## src/rtl/lsn_pkg.sv

```systemverilog
// ----------------------------------------------------------------------------
// Line sensor normalizer package
// Shared widths, constants, command codes and the item and result structures.
// ----------------------------------------------------------------------------
package lsn_pkg;

  // Field widths of the sample and result channels.
  localparam int CMD_W    = 2;
  localparam int IDX_W    = 4;
  localparam int SAMPLE_W = 12;
  localparam int LEVEL_W  = 10;
  localparam int COUNT_W  = 16;

  // Scaling constants.
  localparam int SAMPLE_MAX = 4095;
  localparam int FULL_SCALE = 1000;
  localparam int HALF_SCALE = FULL_SCALE / 2;

  // Dividend of the normalizing division: sample difference times full scale.
  localparam int NUM_W  = SAMPLE_W + LEVEL_W;
  localparam int STEP_W = $clog2(LEVEL_W);

  // Defaults for the top-level parameters.
  localparam int SENSOR_COUNT_DEF = 13;
  localparam int QUEUE_DEPTH_DEF  = 2;

  // Configuration port.
  localparam int CFG_IDX_W  = 1;
  localparam int CFG_DATA_W = 12;
  localparam logic [CFG_IDX_W-1:0] CFG_MIN_SPAN     = 1'b0;
  localparam logic [CFG_IDX_W-1:0] CFG_MARKER_LEVEL = 1'b1;

  localparam logic [SAMPLE_W-1:0] MIN_SPAN_RST  = SAMPLE_W'(100);
  localparam logic [LEVEL_W-1:0]  THRESHOLD_RST = LEVEL_W'(600);

  // Commands carried by a sample beat.
  typedef enum logic [CMD_W-1:0] {
    CMD_CALIBRATE  = 2'd0,
    CMD_MEASURE    = 2'd1,
    CMD_RESET_CAL  = 2'd2,
    CMD_RESET_MARK = 2'd3
  } cmd_t;

  // Back-end sequencer states.
  typedef enum logic [1:0] {
    ST_IDLE,
    ST_EXEC,
    ST_DIV,
    ST_EMIT
  } back_state_t;

  // Classified item as it travels through the queue.
  typedef struct packed {
    cmd_t                cmd;
    logic [IDX_W-1:0]    idx;
    logic                in_range;
    logic                is_left;
    logic                is_right;
    logic [SAMPLE_W-1:0] sample;
  } item_t;

  // One result beat.
  typedef struct packed {
    logic [LEVEL_W-1:0] normalized;
    logic               on_marker;
    logic               marker_edge;
    logic [COUNT_W-1:0] left_markers;
    logic [COUNT_W-1:0] right_markers;
  } result_t;

endpackage

```

## src/rtl/lsn_if.sv

```systemverilog
// ----------------------------------------------------------------------------
// Line sensor normalizer channels
// Valid/ready channels for sample beats and result beats.
// ----------------------------------------------------------------------------
interface lsn_in_if;
  import lsn_pkg::*;

  logic                valid;
  logic                ready;
  logic [CMD_W-1:0]    command;
  logic [IDX_W-1:0]    sensor_index;
  logic [SAMPLE_W-1:0] raw_sample;

  modport source (output valid, output command, output sensor_index, output raw_sample,
                  input ready);
  modport sink   (input valid, input command, input sensor_index, input raw_sample,
                  output ready);
endinterface

interface lsn_out_if;
  import lsn_pkg::*;

  logic               valid;
  logic               ready;
  logic [LEVEL_W-1:0] normalized;
  logic               on_marker;
  logic               marker_edge;
  logic [COUNT_W-1:0] left_markers;
  logic [COUNT_W-1:0] right_markers;

  modport source (output valid, output normalized, output on_marker, output marker_edge,
                  output left_markers, output right_markers, input ready);
  modport sink   (input valid, input normalized, input on_marker, input marker_edge,
                  input left_markers, input right_markers, output ready);
endinterface

```

## src/rtl/line_sensor_calibrate_normalize_marker_unit.sv

```systemverilog
// ----------------------------------------------------------------------------
// Line sensor calibrate, normalize and marker unit
// Min/max calibrated normalization of line sensor samples with side marker
// edge counting.
// ----------------------------------------------------------------------------
// Each accepted sample beat is queued, then taken by the back-end sequencer through
// its execute state, the divide state for a measure that divides, and the emit state.
// The sequencer works on one item at a time; its bit-serial divider produces one
// quotient bit per cycle, and the queue takes new beats while it has room.
// Reset: empties the queue, restores the calibration table (max 0, min the
// largest sample), clears the marker counters and loads the register defaults.
module line_sensor_calibrate_normalize_marker_unit #(
  parameter int SENSOR_COUNT = lsn_pkg::SENSOR_COUNT_DEF,
  parameter int QUEUE_DEPTH  = lsn_pkg::QUEUE_DEPTH_DEF
) (
  input  logic                          clk,
  input  logic                          rst,
  input  logic                          cfg_we,
  input  logic [lsn_pkg::CFG_IDX_W-1:0]  cfg_index,
  input  logic [lsn_pkg::CFG_DATA_W-1:0] cfg_data,
  lsn_in_if.sink                        sample_ch,
  lsn_out_if.source                     result_ch
);
  import lsn_pkg::*;

  item_t push_item;
  item_t pop_item;
  logic  push;
  logic  pop;
  logic  full;
  logic  empty;

  // Front end: accept and classify.
  lsn_front #(
    .SENSOR_COUNT(SENSOR_COUNT)
  ) u_front (
    .sample_ch (sample_ch),
    .q_full    (full),
    .q_push    (push),
    .q_item    (push_item)
  );

  // Queue between the two ends.
  lsn_fifo #(
    .DEPTH(QUEUE_DEPTH)
  ) u_fifo (
    .clk       (clk),
    .rst       (rst),
    .push      (push),
    .push_item (push_item),
    .pop       (pop),
    .pop_item  (pop_item),
    .full      (full),
    .empty     (empty)
  );

  // Back end: execute and report.
  lsn_back #(
    .SENSOR_COUNT(SENSOR_COUNT)
  ) u_back (
    .clk       (clk),
    .rst       (rst),
    .cfg_we    (cfg_we),
    .cfg_index (cfg_index),
    .cfg_data  (cfg_data),
    .q_empty   (empty),
    .q_item    (pop_item),
    .q_pop     (pop),
    .result_ch (result_ch)
  );

endmodule

```

## src/rtl/lsn_front.sv

```systemverilog
// ----------------------------------------------------------------------------
// Line sensor normalizer front end
// Accepts sample beats, classifies them and pushes them into the queue.
// ----------------------------------------------------------------------------
module lsn_front #(
  parameter int SENSOR_COUNT = lsn_pkg::SENSOR_COUNT_DEF
) (
  lsn_in_if.sink        sample_ch,
  input  logic          q_full,
  output logic          q_push,
  output lsn_pkg::item_t q_item
);
  import lsn_pkg::*;

  logic in_range;

  // A beat is taken whenever the queue has room.
  assign sample_ch.ready = !q_full;
  assign q_push          = sample_ch.valid && !q_full;

  // Classify the index: range check and the two side sensors.
  assign in_range = sample_ch.sensor_index < SENSOR_COUNT;

  always_comb begin
    q_item.cmd      = cmd_t'(sample_ch.command);
    q_item.idx      = sample_ch.sensor_index;
    q_item.in_range = in_range;
    q_item.is_left  = in_range && (sample_ch.sensor_index == 0);
    q_item.is_right = in_range && (sample_ch.sensor_index == SENSOR_COUNT - 1);
    // Saturate the reading to the converter full scale.
    if (sample_ch.raw_sample > SAMPLE_MAX) begin
      q_item.sample = SAMPLE_W'(SAMPLE_MAX);
    end else begin
      q_item.sample = sample_ch.raw_sample;
    end
  end

endmodule

```

## src/rtl/lsn_fifo.sv

```systemverilog
// ----------------------------------------------------------------------------
// Line sensor normalizer item queue
// Short queue of classified items between the front and back ends.
// ----------------------------------------------------------------------------
module lsn_fifo #(
  parameter int DEPTH = lsn_pkg::QUEUE_DEPTH_DEF
) (
  input  logic           clk,
  input  logic           rst,
  input  logic           push,
  input  lsn_pkg::item_t push_item,
  input  logic           pop,
  output lsn_pkg::item_t pop_item,
  output logic           full,
  output logic           empty
);
  import lsn_pkg::*;

  localparam int PTR_W = (DEPTH > 1) ? $clog2(DEPTH) : 1;
  localparam int CNT_W = $clog2(DEPTH + 1);

  item_t             slots [DEPTH];
  logic [PTR_W-1:0]  wr_ptr;
  logic [PTR_W-1:0]  rd_ptr;
  logic [CNT_W-1:0]  count;

  assign full     = (count == CNT_W'(DEPTH));
  assign empty    = (count == '0);
  assign pop_item = slots[rd_ptr];

  // Pointer and fill count.
  always_ff @(posedge clk) begin
    if (rst) begin
      wr_ptr <= '0;
      rd_ptr <= '0;
      count  <= '0;
    end else begin
      if (push) begin
        wr_ptr <= (wr_ptr == PTR_W'(DEPTH - 1)) ? '0 : wr_ptr + 1'b1;
      end
      if (pop) begin
        rd_ptr <= (rd_ptr == PTR_W'(DEPTH - 1)) ? '0 : rd_ptr + 1'b1;
      end
      if (push && !pop) begin
        count <= count + 1'b1;
      end else if (pop && !push) begin
        count <= count - 1'b1;
      end
    end
  end

  // Slot storage.
  always_ff @(posedge clk) begin
    if (push) begin
      slots[wr_ptr] <= push_item;
    end
  end

endmodule

```

## src/rtl/lsn_back.sv

```systemverilog
// ----------------------------------------------------------------------------
// Line sensor normalizer back end
// Runs the commands: calibration table, bit-serial normalizing divider,
// side marker counters and the result register.
// ----------------------------------------------------------------------------
module lsn_back #(
  parameter int SENSOR_COUNT = lsn_pkg::SENSOR_COUNT_DEF
) (
  input  logic                          clk,
  input  logic                          rst,
  input  logic                          cfg_we,
  input  logic [lsn_pkg::CFG_IDX_W-1:0]  cfg_index,
  input  logic [lsn_pkg::CFG_DATA_W-1:0] cfg_data,
  input  logic                          q_empty,
  input  lsn_pkg::item_t                q_item,
  output logic                          q_pop,
  lsn_out_if.source                     result_ch
);
  import lsn_pkg::*;

  localparam int TAB_AW = (SENSOR_COUNT > 1) ? $clog2(SENSOR_COUNT) : 1;

  back_state_t state, state_next;

  // Configuration registers.
  logic [SAMPLE_W-1:0] min_span;
  logic [LEVEL_W-1:0]  mark_level;

  // Calibration table and marker state.
  logic [SAMPLE_W-1:0] cal_max [SENSOR_COUNT];
  logic [SAMPLE_W-1:0] cal_min [SENSOR_COUNT];
  logic                left_prev_on;
  logic                right_prev_on;
  logic [COUNT_W-1:0]  left_count;
  logic [COUNT_W-1:0]  right_count;

  // Work registers of the item in flight.
  item_t               item;
  logic [LEVEL_W-1:0]  level;
  logic [NUM_W-1:0]    rem;
  logic [NUM_W-1:0]    dsh;
  logic [STEP_W-1:0]   step;

  // Result register.
  logic                res_valid;
  result_t             res;

  logic [TAB_AW-1:0]   addr;
  logic [SAMPLE_W-1:0] hi;
  logic [SAMPLE_W-1:0] lo;
  logic [SAMPLE_W-1:0] span;
  logic                narrow;
  logic                is_measure;
  logic                start_div;
  logic [LEVEL_W-1:0]  exec_level;
  logic [NUM_W-1:0]    numer;
  logic                ge;
  logic                slot_free;
  logic                commit;
  logic                on;
  logic                edge_seen;
  logic [COUNT_W-1:0]  left_next;
  logic [COUNT_W-1:0]  right_next;

  // Table read for the item in flight.
  assign addr = TAB_AW'(item.idx);
  assign hi   = item.in_range ? cal_max[addr] : '0;
  assign lo   = item.in_range ? cal_min[addr] : '0;
  assign span = hi - lo;

  // Decide the level, or start the divider when the sample lies inside the span.
  always_comb begin
    is_measure = (item.cmd == CMD_MEASURE);
    narrow     = (hi <= lo) || (span < min_span);
    start_div  = 1'b0;
    exec_level = '0;
    if (is_measure && item.in_range) begin
      if (narrow) begin
        exec_level = LEVEL_W'(HALF_SCALE);
      end else if (item.sample <= lo) begin
        exec_level = '0;
      end else if (item.sample >= hi) begin
        exec_level = LEVEL_W'(FULL_SCALE);
      end else begin
        start_div = 1'b1;
      end
    end
  end

  assign numer = NUM_W'(item.sample - lo) * NUM_W'(FULL_SCALE);
  assign ge    = (rem >= dsh);

  // Marker logic and counter values reported with the result.
  always_comb begin
    on         = is_measure && (item.is_left || item.is_right) && (level > mark_level);
    edge_seen  = 1'b0;
    left_next  = left_count;
    right_next = right_count;
    if (item.cmd == CMD_RESET_MARK) begin
      left_next  = '0;
      right_next = '0;
    end else if (item.is_left) begin
      edge_seen = on && !left_prev_on;
      if (edge_seen) begin
        left_next = left_count + 1'b1;
      end
    end else if (item.is_right) begin
      edge_seen = on && !right_prev_on;
      if (edge_seen) begin
        right_next = right_count + 1'b1;
      end
    end
  end

  assign slot_free = !res_valid || result_ch.ready;

  // Sequencer state register.
  always_ff @(posedge clk) begin
    if (rst) begin
      state <= ST_IDLE;
    end else begin
      state <= state_next;
    end
  end

  // Sequencer next state and strobes.
  always_comb begin
    state_next = state;
    q_pop      = 1'b0;
    commit     = 1'b0;
    unique case (state)
      ST_IDLE: begin
        if (!q_empty) begin
          q_pop      = 1'b1;
          state_next = ST_EXEC;
        end
      end
      ST_EXEC: begin
        state_next = start_div ? ST_DIV : ST_EMIT;
      end
      ST_DIV: begin
        if (step == STEP_W'(LEVEL_W - 1)) begin
          state_next = ST_EMIT;
        end
      end
      ST_EMIT: begin
        if (slot_free) begin
          commit     = 1'b1;
          state_next = ST_IDLE;
        end
      end
      default: begin
        state_next = ST_IDLE;
      end
    endcase
  end

  // Item capture and bit-serial division, one quotient bit per cycle.
  always_ff @(posedge clk) begin
    if (q_pop) begin
      item <= q_item;
    end
    if (state == ST_EXEC) begin
      level <= exec_level;
      rem   <= numer;
      dsh   <= NUM_W'(span) << (LEVEL_W - 1);
      step  <= '0;
    end else if (state == ST_DIV) begin
      level <= {level[LEVEL_W-2:0], ge};
      rem   <= ge ? rem - dsh : rem;
      dsh   <= dsh >> 1;
      step  <= step + 1'b1;
    end
  end

  // Configuration registers.
  always_ff @(posedge clk) begin
    if (rst) begin
      min_span   <= MIN_SPAN_RST;
      mark_level <= THRESHOLD_RST;
    end else if (cfg_we) begin
      if (cfg_index == CFG_MIN_SPAN) begin
        min_span <= cfg_data[SAMPLE_W-1:0];
      end else if (cfg_index == CFG_MARKER_LEVEL) begin
        mark_level <= cfg_data[LEVEL_W-1:0];
      end
    end
  end

  // Calibration table: widen on calibrate, restore on reset calibration.
  always_ff @(posedge clk) begin
    if (rst || (commit && item.cmd == CMD_RESET_CAL)) begin
      for (int i = 0; i < SENSOR_COUNT; i++) begin
        cal_max[i] <= '0;
        cal_min[i] <= SAMPLE_W'(SAMPLE_MAX);
      end
    end else if (commit && item.cmd == CMD_CALIBRATE && item.in_range) begin
      if (item.sample > hi) begin
        cal_max[addr] <= item.sample;
      end
      if (item.sample < lo) begin
        cal_min[addr] <= item.sample;
      end
    end
  end

  // Marker state.
  always_ff @(posedge clk) begin
    if (rst) begin
      left_prev_on  <= 1'b0;
      right_prev_on <= 1'b0;
      left_count    <= '0;
      right_count   <= '0;
    end else if (commit) begin
      left_count  <= left_next;
      right_count <= right_next;
      if (item.cmd == CMD_RESET_MARK) begin
        left_prev_on  <= 1'b0;
        right_prev_on <= 1'b0;
      end else if (is_measure && item.is_left) begin
        left_prev_on <= on;
      end else if (is_measure && item.is_right) begin
        right_prev_on <= on;
      end
    end
  end

  // Result register.
  always_ff @(posedge clk) begin
    if (rst) begin
      res_valid <= 1'b0;
    end else if (commit) begin
      res_valid <= 1'b1;
    end else if (result_ch.ready) begin
      res_valid <= 1'b0;
    end
  end

  always_ff @(posedge clk) begin
    if (commit) begin
      res.normalized    <= level;
      res.on_marker     <= on;
      res.marker_edge   <= edge_seen;
      res.left_markers  <= left_next;
      res.right_markers <= right_next;
    end
  end

  assign result_ch.valid         = res_valid;
  assign result_ch.normalized    = res.normalized;
  assign result_ch.on_marker     = res.on_marker;
  assign result_ch.marker_edge   = res.marker_edge;
  assign result_ch.left_markers  = res.left_markers;
  assign result_ch.right_markers = res.right_markers;

  // The partial remainder stays below twice the shifted divisor.
  a_div_bound: assert property (@(posedge clk) disable iff (rst)
    (state == ST_DIV) |-> ({1'b0, rem} < {dsh, 1'b0}))
    else $error("divider remainder out of bound");

  // A new result beat appears only from the emit state.
  a_emit_src: assert property (@(posedge clk) disable iff (rst)
    $rose(res_valid) |-> ($past(state) == ST_EMIT))
    else $error("result loaded outside emit");

  // Normalized levels never exceed full scale.
  a_level_max: assert property (@(posedge clk) disable iff (rst)
    res_valid |-> (res.normalized <= LEVEL_W'(FULL_SCALE)))
    else $error("normalized level above full scale");

  // A counted edge is always reported with the marker seen.
  a_edge_on: assert property (@(posedge clk) disable iff (rst)
    (res_valid && res.marker_edge) |-> res.on_marker)
    else $error("marker edge without marker");

endmodule

```

## src/flat_wrapper.sv

```systemverilog
// flat-port wrapper written by rule: the top's interface ports become plain ports
module line_sensor_calibrate_normalize_marker_unit_flat import lsn_pkg::*;
#(
  parameter int SENSOR_COUNT = lsn_pkg::SENSOR_COUNT_DEF,
  parameter int QUEUE_DEPTH  = lsn_pkg::QUEUE_DEPTH_DEF
)
  (clk, rst, cfg_we, cfg_index, cfg_data, sample_ch_valid, sample_ch_command, sample_ch_sensor_index, sample_ch_raw_sample, sample_ch_ready, result_ch_valid, result_ch_normalized, result_ch_on_marker, result_ch_marker_edge, result_ch_left_markers, result_ch_right_markers, result_ch_ready);
  lsn_in_if sample_ch_i ();
  lsn_out_if result_ch_i ();
  input  logic clk;
  input  logic rst;
  input  logic cfg_we;
  input  logic [lsn_pkg::CFG_IDX_W-1:0] cfg_index;
  input  logic [lsn_pkg::CFG_DATA_W-1:0] cfg_data;
  input wire logic [$bits(sample_ch_i.valid)-1:0] sample_ch_valid;
  input wire logic [$bits(sample_ch_i.command)-1:0] sample_ch_command;
  input wire logic [$bits(sample_ch_i.sensor_index)-1:0] sample_ch_sensor_index;
  input wire logic [$bits(sample_ch_i.raw_sample)-1:0] sample_ch_raw_sample;
  output wire logic [$bits(sample_ch_i.ready)-1:0] sample_ch_ready;
  output wire logic [$bits(result_ch_i.valid)-1:0] result_ch_valid;
  output wire logic [$bits(result_ch_i.normalized)-1:0] result_ch_normalized;
  output wire logic [$bits(result_ch_i.on_marker)-1:0] result_ch_on_marker;
  output wire logic [$bits(result_ch_i.marker_edge)-1:0] result_ch_marker_edge;
  output wire logic [$bits(result_ch_i.left_markers)-1:0] result_ch_left_markers;
  output wire logic [$bits(result_ch_i.right_markers)-1:0] result_ch_right_markers;
  input wire logic [$bits(result_ch_i.ready)-1:0] result_ch_ready;
  assign sample_ch_i.valid = sample_ch_valid;
  assign sample_ch_i.command = sample_ch_command;
  assign sample_ch_i.sensor_index = sample_ch_sensor_index;
  assign sample_ch_i.raw_sample = sample_ch_raw_sample;
  assign sample_ch_ready = sample_ch_i.ready;
  assign result_ch_valid = result_ch_i.valid;
  assign result_ch_normalized = result_ch_i.normalized;
  assign result_ch_on_marker = result_ch_i.on_marker;
  assign result_ch_marker_edge = result_ch_i.marker_edge;
  assign result_ch_left_markers = result_ch_i.left_markers;
  assign result_ch_right_markers = result_ch_i.right_markers;
  assign result_ch_i.ready = result_ch_ready;
  line_sensor_calibrate_normalize_marker_unit #(.SENSOR_COUNT(SENSOR_COUNT), .QUEUE_DEPTH(QUEUE_DEPTH)) u_core (.clk(clk), .rst(rst), .cfg_we(cfg_we), .cfg_index(cfg_index), .cfg_data(cfg_data), .sample_ch(sample_ch_i), .result_ch(result_ch_i));
endmodule
```

## config.mk

```make
export PLATFORM = sky130hd
export DESIGN_NAME = line_sensor_calibrate_normalize_marker_unit_flat
export DESIGN_NICKNAME = d
export VERILOG_FILES = /design/src/rtl/lsn_pkg.sv /design/src/rtl/lsn_if.sv /design/src/rtl/line_sensor_calibrate_normalize_marker_unit.sv /design/src/rtl/lsn_front.sv /design/src/rtl/lsn_fifo.sv /design/src/rtl/lsn_back.sv /design/src/flat_wrapper.sv
export SDC_FILE = /design/constraint.sdc
export NUM_CORES = 1
export LEC_CHECK = 0
export BUFFER_PORTS_ARGS = -buffer_cell sky130_fd_sc_hd__buf_2
export CORE_ASPECT_RATIO = 1.2
export CORE_UTILIZATION = 55
export CTS_CLUSTER_SIZE = 20
export DETAILED_ROUTE_END_ITERATION = 10
export PLACE_DENSITY_LB_ADDON = 0.12
export SYNTH_ARGS = -nofsm -noshare
export SYNTH_HDL_FRONTEND = slang
export SYNTH_HIERARCHICAL = 1
export SYNTH_SLANG_ARGS = --single-unit
```

## constraint.sdc

```tcl
create_clock -name clk -period 11.2 [get_ports clk]
set_input_delay 2.24 -clock clk [delete_from_list [all_inputs] [get_ports clk]]
set_output_delay 2.24 -clock clk [all_outputs]
set_load 0.005 [all_outputs]
```

==> flow_summary_export.csv, run 1 <==
group,metric,value,unit
cells_and_area,layout-drive-gt1-share,0.161,
sta,hold_viol,0,
sta,min_period,8440,ps
clock_network,clock_latency,650,ps
logic_synthesis,yosysSeqAreaShare,0.551,
cells_and_area,syn_to_final_growth,9.00,%
clock_network,cts_setup_buffers,0,
clock_network,root_buffer,"clkbuf_16",
global_routing,grt_pass1_vias,20000,
global_routing,antenna_found_initial,0,
sta,setup-tns-final,0,ps
floorplanning,io_pins,82,
clock_network,cts_buffers,60,
critical_path,worstSetupEndpointType,"flip-flop",
floorplanning,die_h,266,microns
clock_network,ctsResizeCount,0,
floorplanning,start_util,0.558,
cells_and_area,fillers,4438,
sta,slew_viol_final,0,
run_status,status,"completed",
logic_synthesis,ys_ff_latch,616,
sta,finalClockSkew,36.3,ps
sta,setup_viol,0,
routing,viasPerCell,5.96,
floorplanning,coreArea,57400,sq um
logic_synthesis,synthCells,2503,
sta,max_freq,118,MHz
global_routing,gr-usage-all-layers,0.254,
cells_and_area,fin_util,0.608,
global_routing,grt-ovfl-total,0,
logic_synthesis,asyncSetResetFlopFracSynth,0,
routing,drtIter0Drc,1577,
logic_synthesis,syn_avg_cell_area,12.8,sq um
logic_synthesis,synth-main-ff-cell,"edfxtp_1",
routing,dr.pass1.iters,5,
critical_path,cp_max_fo,22,
clock_network,clk_path_buf_depth,3,
critical_path,critPathKind,"reg2reg",
sta,grt_setup_unrepaired,"no",
placement,port_buffers,81,
floorplanning,die_x,222,microns
clock_network,clk_pin_slew,70,ps
critical_path,cp.arrival,8790,ps
logic_synthesis,syn-cell-area,32000,sq um
placement,dp_cells,3201,
floorplanning,rows,96,
sta,max-slew-margin-rel,0.157,
routing,drc,0,
logic_synthesis,syn-num-nets,2703,
run,drv_cap,0,
routing,wl_per_cell,22.4,microns
hold_path,hold_class,"reg2reg",
logic_synthesis,yosys_warnings,6,
routing,wl,74.1,mm
routing,ant_nets,0,
clock_network,cts_tree,"built",
floorplanning,die_area,59200,sq um
global_routing,grt_pass1_wl,115,mm
clock_network,htree_num_levels,2,
logic_synthesis,synth-edff-count,532,
sta,tightest_slew,1260,ps
critical_path,crit_path_start_kind,"flip-flop",
clock_network,hold_buffers,0,
placement,dp_hpwl,49.0,mm
clock_network,cts_sinks,616,
global_routing,grt_max_degree,61,
cells_and_area,final_nets,2728,
logic_synthesis,synth.distinct_cells,88,
critical_path,worstPathRequired,11550,ps
routing,num_vias,19800,
sta,finalCritPeriodShare,0.754,
cells_and_area,layoutNonFillerInstCount,3315,
placement,routabilityCongestion,0.927,
## worst max-delay path: stages, from the launching register on
cell and delay (ps):
dfxtp_4 680, buf_4 490, mux4_2 580, mux4_2 460, nand2_1 200, ha_1 280, nor2b_1 130, o21ai_0 200
a211oi_1 110, o21a_1 210, o41a_4 400, xnor2_1 580, inv_1 210, ha_1 330, inv_1 50, fa_1 590
fa_1 450, fa_1 510, inv_1 40, ha_1 340, and3_1 200, a31oi_1 240, o21bai_1 110, a21oi_1 280
o31ai_1 140, mux2i_1 210, o211ai_1 130
## metrics by stage
stage	cell area [sq um]	hold WS, ps	setup slack, ps
floorplan	32000	426	3640
global placement	33000	443	2890
detailed placement	33000	448	2720
global route	34900	472	2210
finish	34900	458	2760
CTS	34900	460	2670
## final timing paths
| path | startpoint | endpoint | slack [ps] | depth (start not counted) |
|---|---|---|---|---|
| max | flip-flop | u_core/u_back/rem[21] | 2760 | 26 |
| min | u_core/u_back/level[0] | u_core/u_back/result_ch.normalized[0] | 460 | 0 |
| max reg2reg | flip-flop | u_core/u_back/rem[21] | 2760 | 26 |
| min reg2reg | u_core/u_back/level[0] | u_core/u_back/result_ch.normalized[0] | 460 | 0 |
## cell families (layout without fill, tap and decap cells)
| logic type | after synthesis | count (layout) | synth area share |
|---|---|---|---|
| AND/OR/NAND/NOR | 777 | 777 | 0.135 |
| flip-flops | 616 | 616 | 0.551 |
| AO/OA/AOI/OAI | 358 | 358 | 0.0736 |
| buffers and inverters | 320 | 396 | 0.0426 |
| multiplexers | 173 | 173 | 0.0977 |
| adder cells (fa/ha/maj) | 166 | 166 | 0.0743 |
| XOR/XNOR | 93 | 93 | 0.0257 |
| other | 0 | 1 | 0 |
## cells in the final DEF, fill, tap and decap left out, types with 89 or more instances in the layout
master      n
edfxtp_1  532
inv_1     156
and2_1    153
nand2b_1  152
nand2_1   143
ha_1      122
mux4_2    108
nor2_1    100
a21oi_1    89
## area by class of cell
type | count | area [sq um] | share of cell area
repair buffers | 123 | 721 | 0.0206
clock buffers | 77 | 1650 | 0.0472
diodes | 1 | 2.50 | 0.0000716
well taps | 735 | 920 | 0.0263
multi-input cells | 1567 | 13100 | 0.374
flip-flops and latches | 616 | 17700 | 0.506
clock inverters | 36 | 318 | 0.00910
inverters | 160 | 603 | 0.0173
## Yosys cell counts, drive strengths merged, types with 22 or more instances
| library cell | number | area [sq um] |
|---|---|---|
| a21o | 26 | 195 |
| a21oi | 91 | 459 |
| a31oi | 27 | 175 |
| and2 | 155 | 970 |
| and3 | 29 | 181 |
| buf | 63 | 393 |
| clkbuf | 97 | 368 |
| dfxtp | 84 | 1680 |
| edfxtp | 532 | 16000 |
| fa | 41 | 821 |
| ha | 123 | 1540 |
| inv | 158 | 596 |
| mux2 | 38 | 428 |
| mux2i | 27 | 270 |
| mux4 | 108 | 2430 |
| nand2 | 143 | 537 |
| nand2b | 152 | 951 |
| nand3 | 33 | 165 |
| nand4 | 22 | 144 |
| nor2 | 100 | 375 |
| nor2b | 22 | 138 |
| nor3 | 36 | 206 |
| o211ai | 26 | 195 |
| o21ai | 85 | 425 |
| or2 | 28 | 175 |
| or3 | 24 | 150 |
| xnor2 | 45 | 402 |
| xor2 | 48 | 420 |
## metal layers
layer  up-vias  global-route usage  share of wire
li1       9149                   -              -
met1      9968               0.326           0.41
met2       530               0.452           0.51
met3       122              0.0309          0.047
met4         0              0.0770          0.027
met5         -                   0              0
## flip-flops by register name (all words and copies together), names as in the netlist, 2 cells and up, named ones only
| register | flops |
|---|---|
| u_core/u_back/cal_max | 192 |
| u_core/u_back/cal_min | 192 |
| u_core/u_fifo/slots | 42 |
| u_core/u_back/rem | 22 |
| u_core/u_back/dsh | 21 |
| u_core/u_back/item | 17 |
| u_core/u_back/left_count | 16 |
| u_core/u_back/result_ch.left_markers | 16 |
| u_core/u_back/result_ch.right_markers | 16 |
| u_core/u_back/right_count | 16 |
| u_core/u_back/min_span | 12 |
| u_core/u_back/level | 10 |
| u_core/u_back/mark_level | 10 |
| u_core/u_back/result_ch.normalized | 10 |
| u_core/u_back/addr | 4 |
| u_core/u_back/step | 4 |
| u_core/u_back/state | 2 |
| u_core/u_fifo/count | 2 |
Power of run 1 is not shown: default switching activity piles up to over one toggle a cycle in this logic, so the estimate is an artifact.
==> inputs of run 2 (changes only) <==
clock period = 7.25 ns   (was 11.2 ns; I/O delays follow)
==> flow_summary_export.csv, run 2 (synthesized netlist as in run 1, its figures left out) <==
group,metric,value,unit
sta,max_freq,144,MHz
clock_network,clock_latency,610,ps
cells_and_area,fillers,4446,
routing,drc,0,
floorplanning,start_util,0.558,
routing,wl_per_cell,22.4,microns
cells_and_area,reg_top3,"u_core/u_back/cal_max: 192 flops, u_core/u_back/cal_min: 192 flops, u_core/u_fifo/slots: 42 flops",
sta,min_period,6960,ps
cells_and_area,design_area,35400,sq um
routing,drtIter0Drc,1440,
floorplanning,rows,96,
critical_path,regToRegSetupSlack,290,ps
clock_network,clk_pin_slew,60,ps
cells_and_area,final_common_cell,"edfxtp_1",
routing,viasPerCell,5.95,
critical_path,worstSetupEndpointType,"flip-flop",
hold_path,hold_class,"reg2reg",
clock_network,htree_num_levels,3,
floorplanning,coreArea,57400,sq um
routing,dr.pass1.iters,5,
floorplanning,die_h,266,microns
global_routing,grt_max_degree,62,
run,drv_cap,0,
sta,hold_viol,0,
cells_and_area,syn_to_final_growth,10.5,%
clock_network,clk_path_buf_depth,3,
clock_network,cts_tree,"built",
placement,routabilityCongestion,0.911,
floorplanning,io_pins,82,
cells_and_area,layout-drive-gt1-share,0.175,
critical_path,crit_path_start_kind,"flip-flop",
routing,wl,75.3,mm
critical_path,cp.arrival,7280,ps
critical_path,critPathKind,"reg2reg",
cells_and_area,final_nets,2764,
sta,setup_viol,0,
sta,slew_viol_final,0,
critical_path,worstPathRequired,7570,ps
floorplanning,die_area,59200,sq um
clock_network,cts_buffers,66,
critical_path,cp_max_fo,6,
clock_network,hold_buffers,0,
routing,num_vias,19900,
placement,dp_hpwl,51.6,mm
clock_network,cts_sinks,616,
sta,max-slew-margin-rel,0.208,
floorplanning,die_x,222,microns
cells_and_area,diodes,0,
global_routing,grt_pass1_wl,117,mm
sta,tightest_slew,1180,ps
sta,grt_setup_unrepaired,"yes",
sta,finalCritPeriodShare,0.960,
run_status,status,"completed",
placement,port_buffers,81,
global_routing,gr-usage-all-layers,0.259,
routing,ant_nets,0,
cells_and_area,layout_common_cells,"532 x edfxtp_1, 155 x inv_1, 153 x and2_1",
clock_network,root_buffer,"clkbuf_16",
global_routing,antenna_found_initial,0,
global_routing,grt_pass1_vias,20400,
placement,postPlaceCellArea,33200,sq um
sta,finalClockSkew,27.0,ps
global_routing,grt-ovfl-total,0,
run 2: cell count changes in the layout (fill, tap and decap cells not counted), moves of 3 or more:
cell	change
buf_4	+24
clkbuf_16	+7
clkinv_2	-5
clkbuf_1	+4
a21oi_1	-3
a21oi_2	+3
buf_12	+3
ha_1	-3
run 2: layer usage:
metal,part of all wire,up-vias,global-route usage
met5,0,-,0
li1,-,9212,-
met3,0.048,122,0.0380
met1,0.41,10100,0.324
met4,0.034,0,0.104
met2,0.51,525,0.453
run 2: worst max-delay path, stage by stage (launching register included):
cell      delay [ps]
dfxtp_4          390
buf_4            190
mux4_2           520
mux4_2           490
nand2_1          110
ha_1             300
a21o_1           190
a21o_1           180
o21a_1           210
nor2_1           120
xor2_1           230
clkinv_2         160
xnor2_2          260
inv_1            100
fa_1             570
fa_1             440
fa_1             510
inv_1             40
ha_1             370
a21o_1           200
a21o_1           190
a31oi_2          180
o21bai_1         130
a21oi_2          230
o21ai_0          130
xnor2_1          150
o22ai_1           90
run 2: path summary, 6_finish.rpt:
path | endpoint | cells past startpoint | from
max | u_core/u_back/rem[19] | 26 | flip-flop
min | u_core/u_back/min_span[4] | 2 | u_core/u_back/min_span[4]
max reg2reg | u_core/u_back/rem[19] | 26 | flip-flop
min reg2reg | u_core/u_back/min_span[4] | 2 | u_core/u_back/min_span[4]
run 2: area by class of cell:
| class | count | area [sq um] | area share |
|---|---|---|---|
| Clock inverter | 34 | 270 | 0.00763 |
| Inverter | 160 | 604 | 0.0171 |
| Multi-Input combinational cell | 1567 | 13100 | 0.371 |
| Sequential cell | 616 | 17700 | 0.499 |
| Tap cell | 735 | 920 | 0.0260 |
| Clock buffer | 87 | 1820 | 0.0515 |
| Timing Repair Buffer | 153 | 998 | 0.0282 |
run 2: what timing repair did:
action                     CTS  global route
setup endpoints to repair    0            13
hold endpoints to repair     0             0
buffers inserted             0             7
resized for setup            0            16
run 2: per-stage QoR:
step	hold slack (ps)	util	setup WS [ps]	instances	TNS, ps
6_report	460	0.617	289	3352	0
2_1_floorplan	426	-	29.2	2503	0
3_5_place_dp	450	0.578	155	3224	0
4_1_cts	459	0.614	152	3345	0
3_3_place_gp	443	0.578	249	3224	0
5_1_grt	481	0.617	-50.7	3352	-105
Power of run 2 is left out for the same reason.
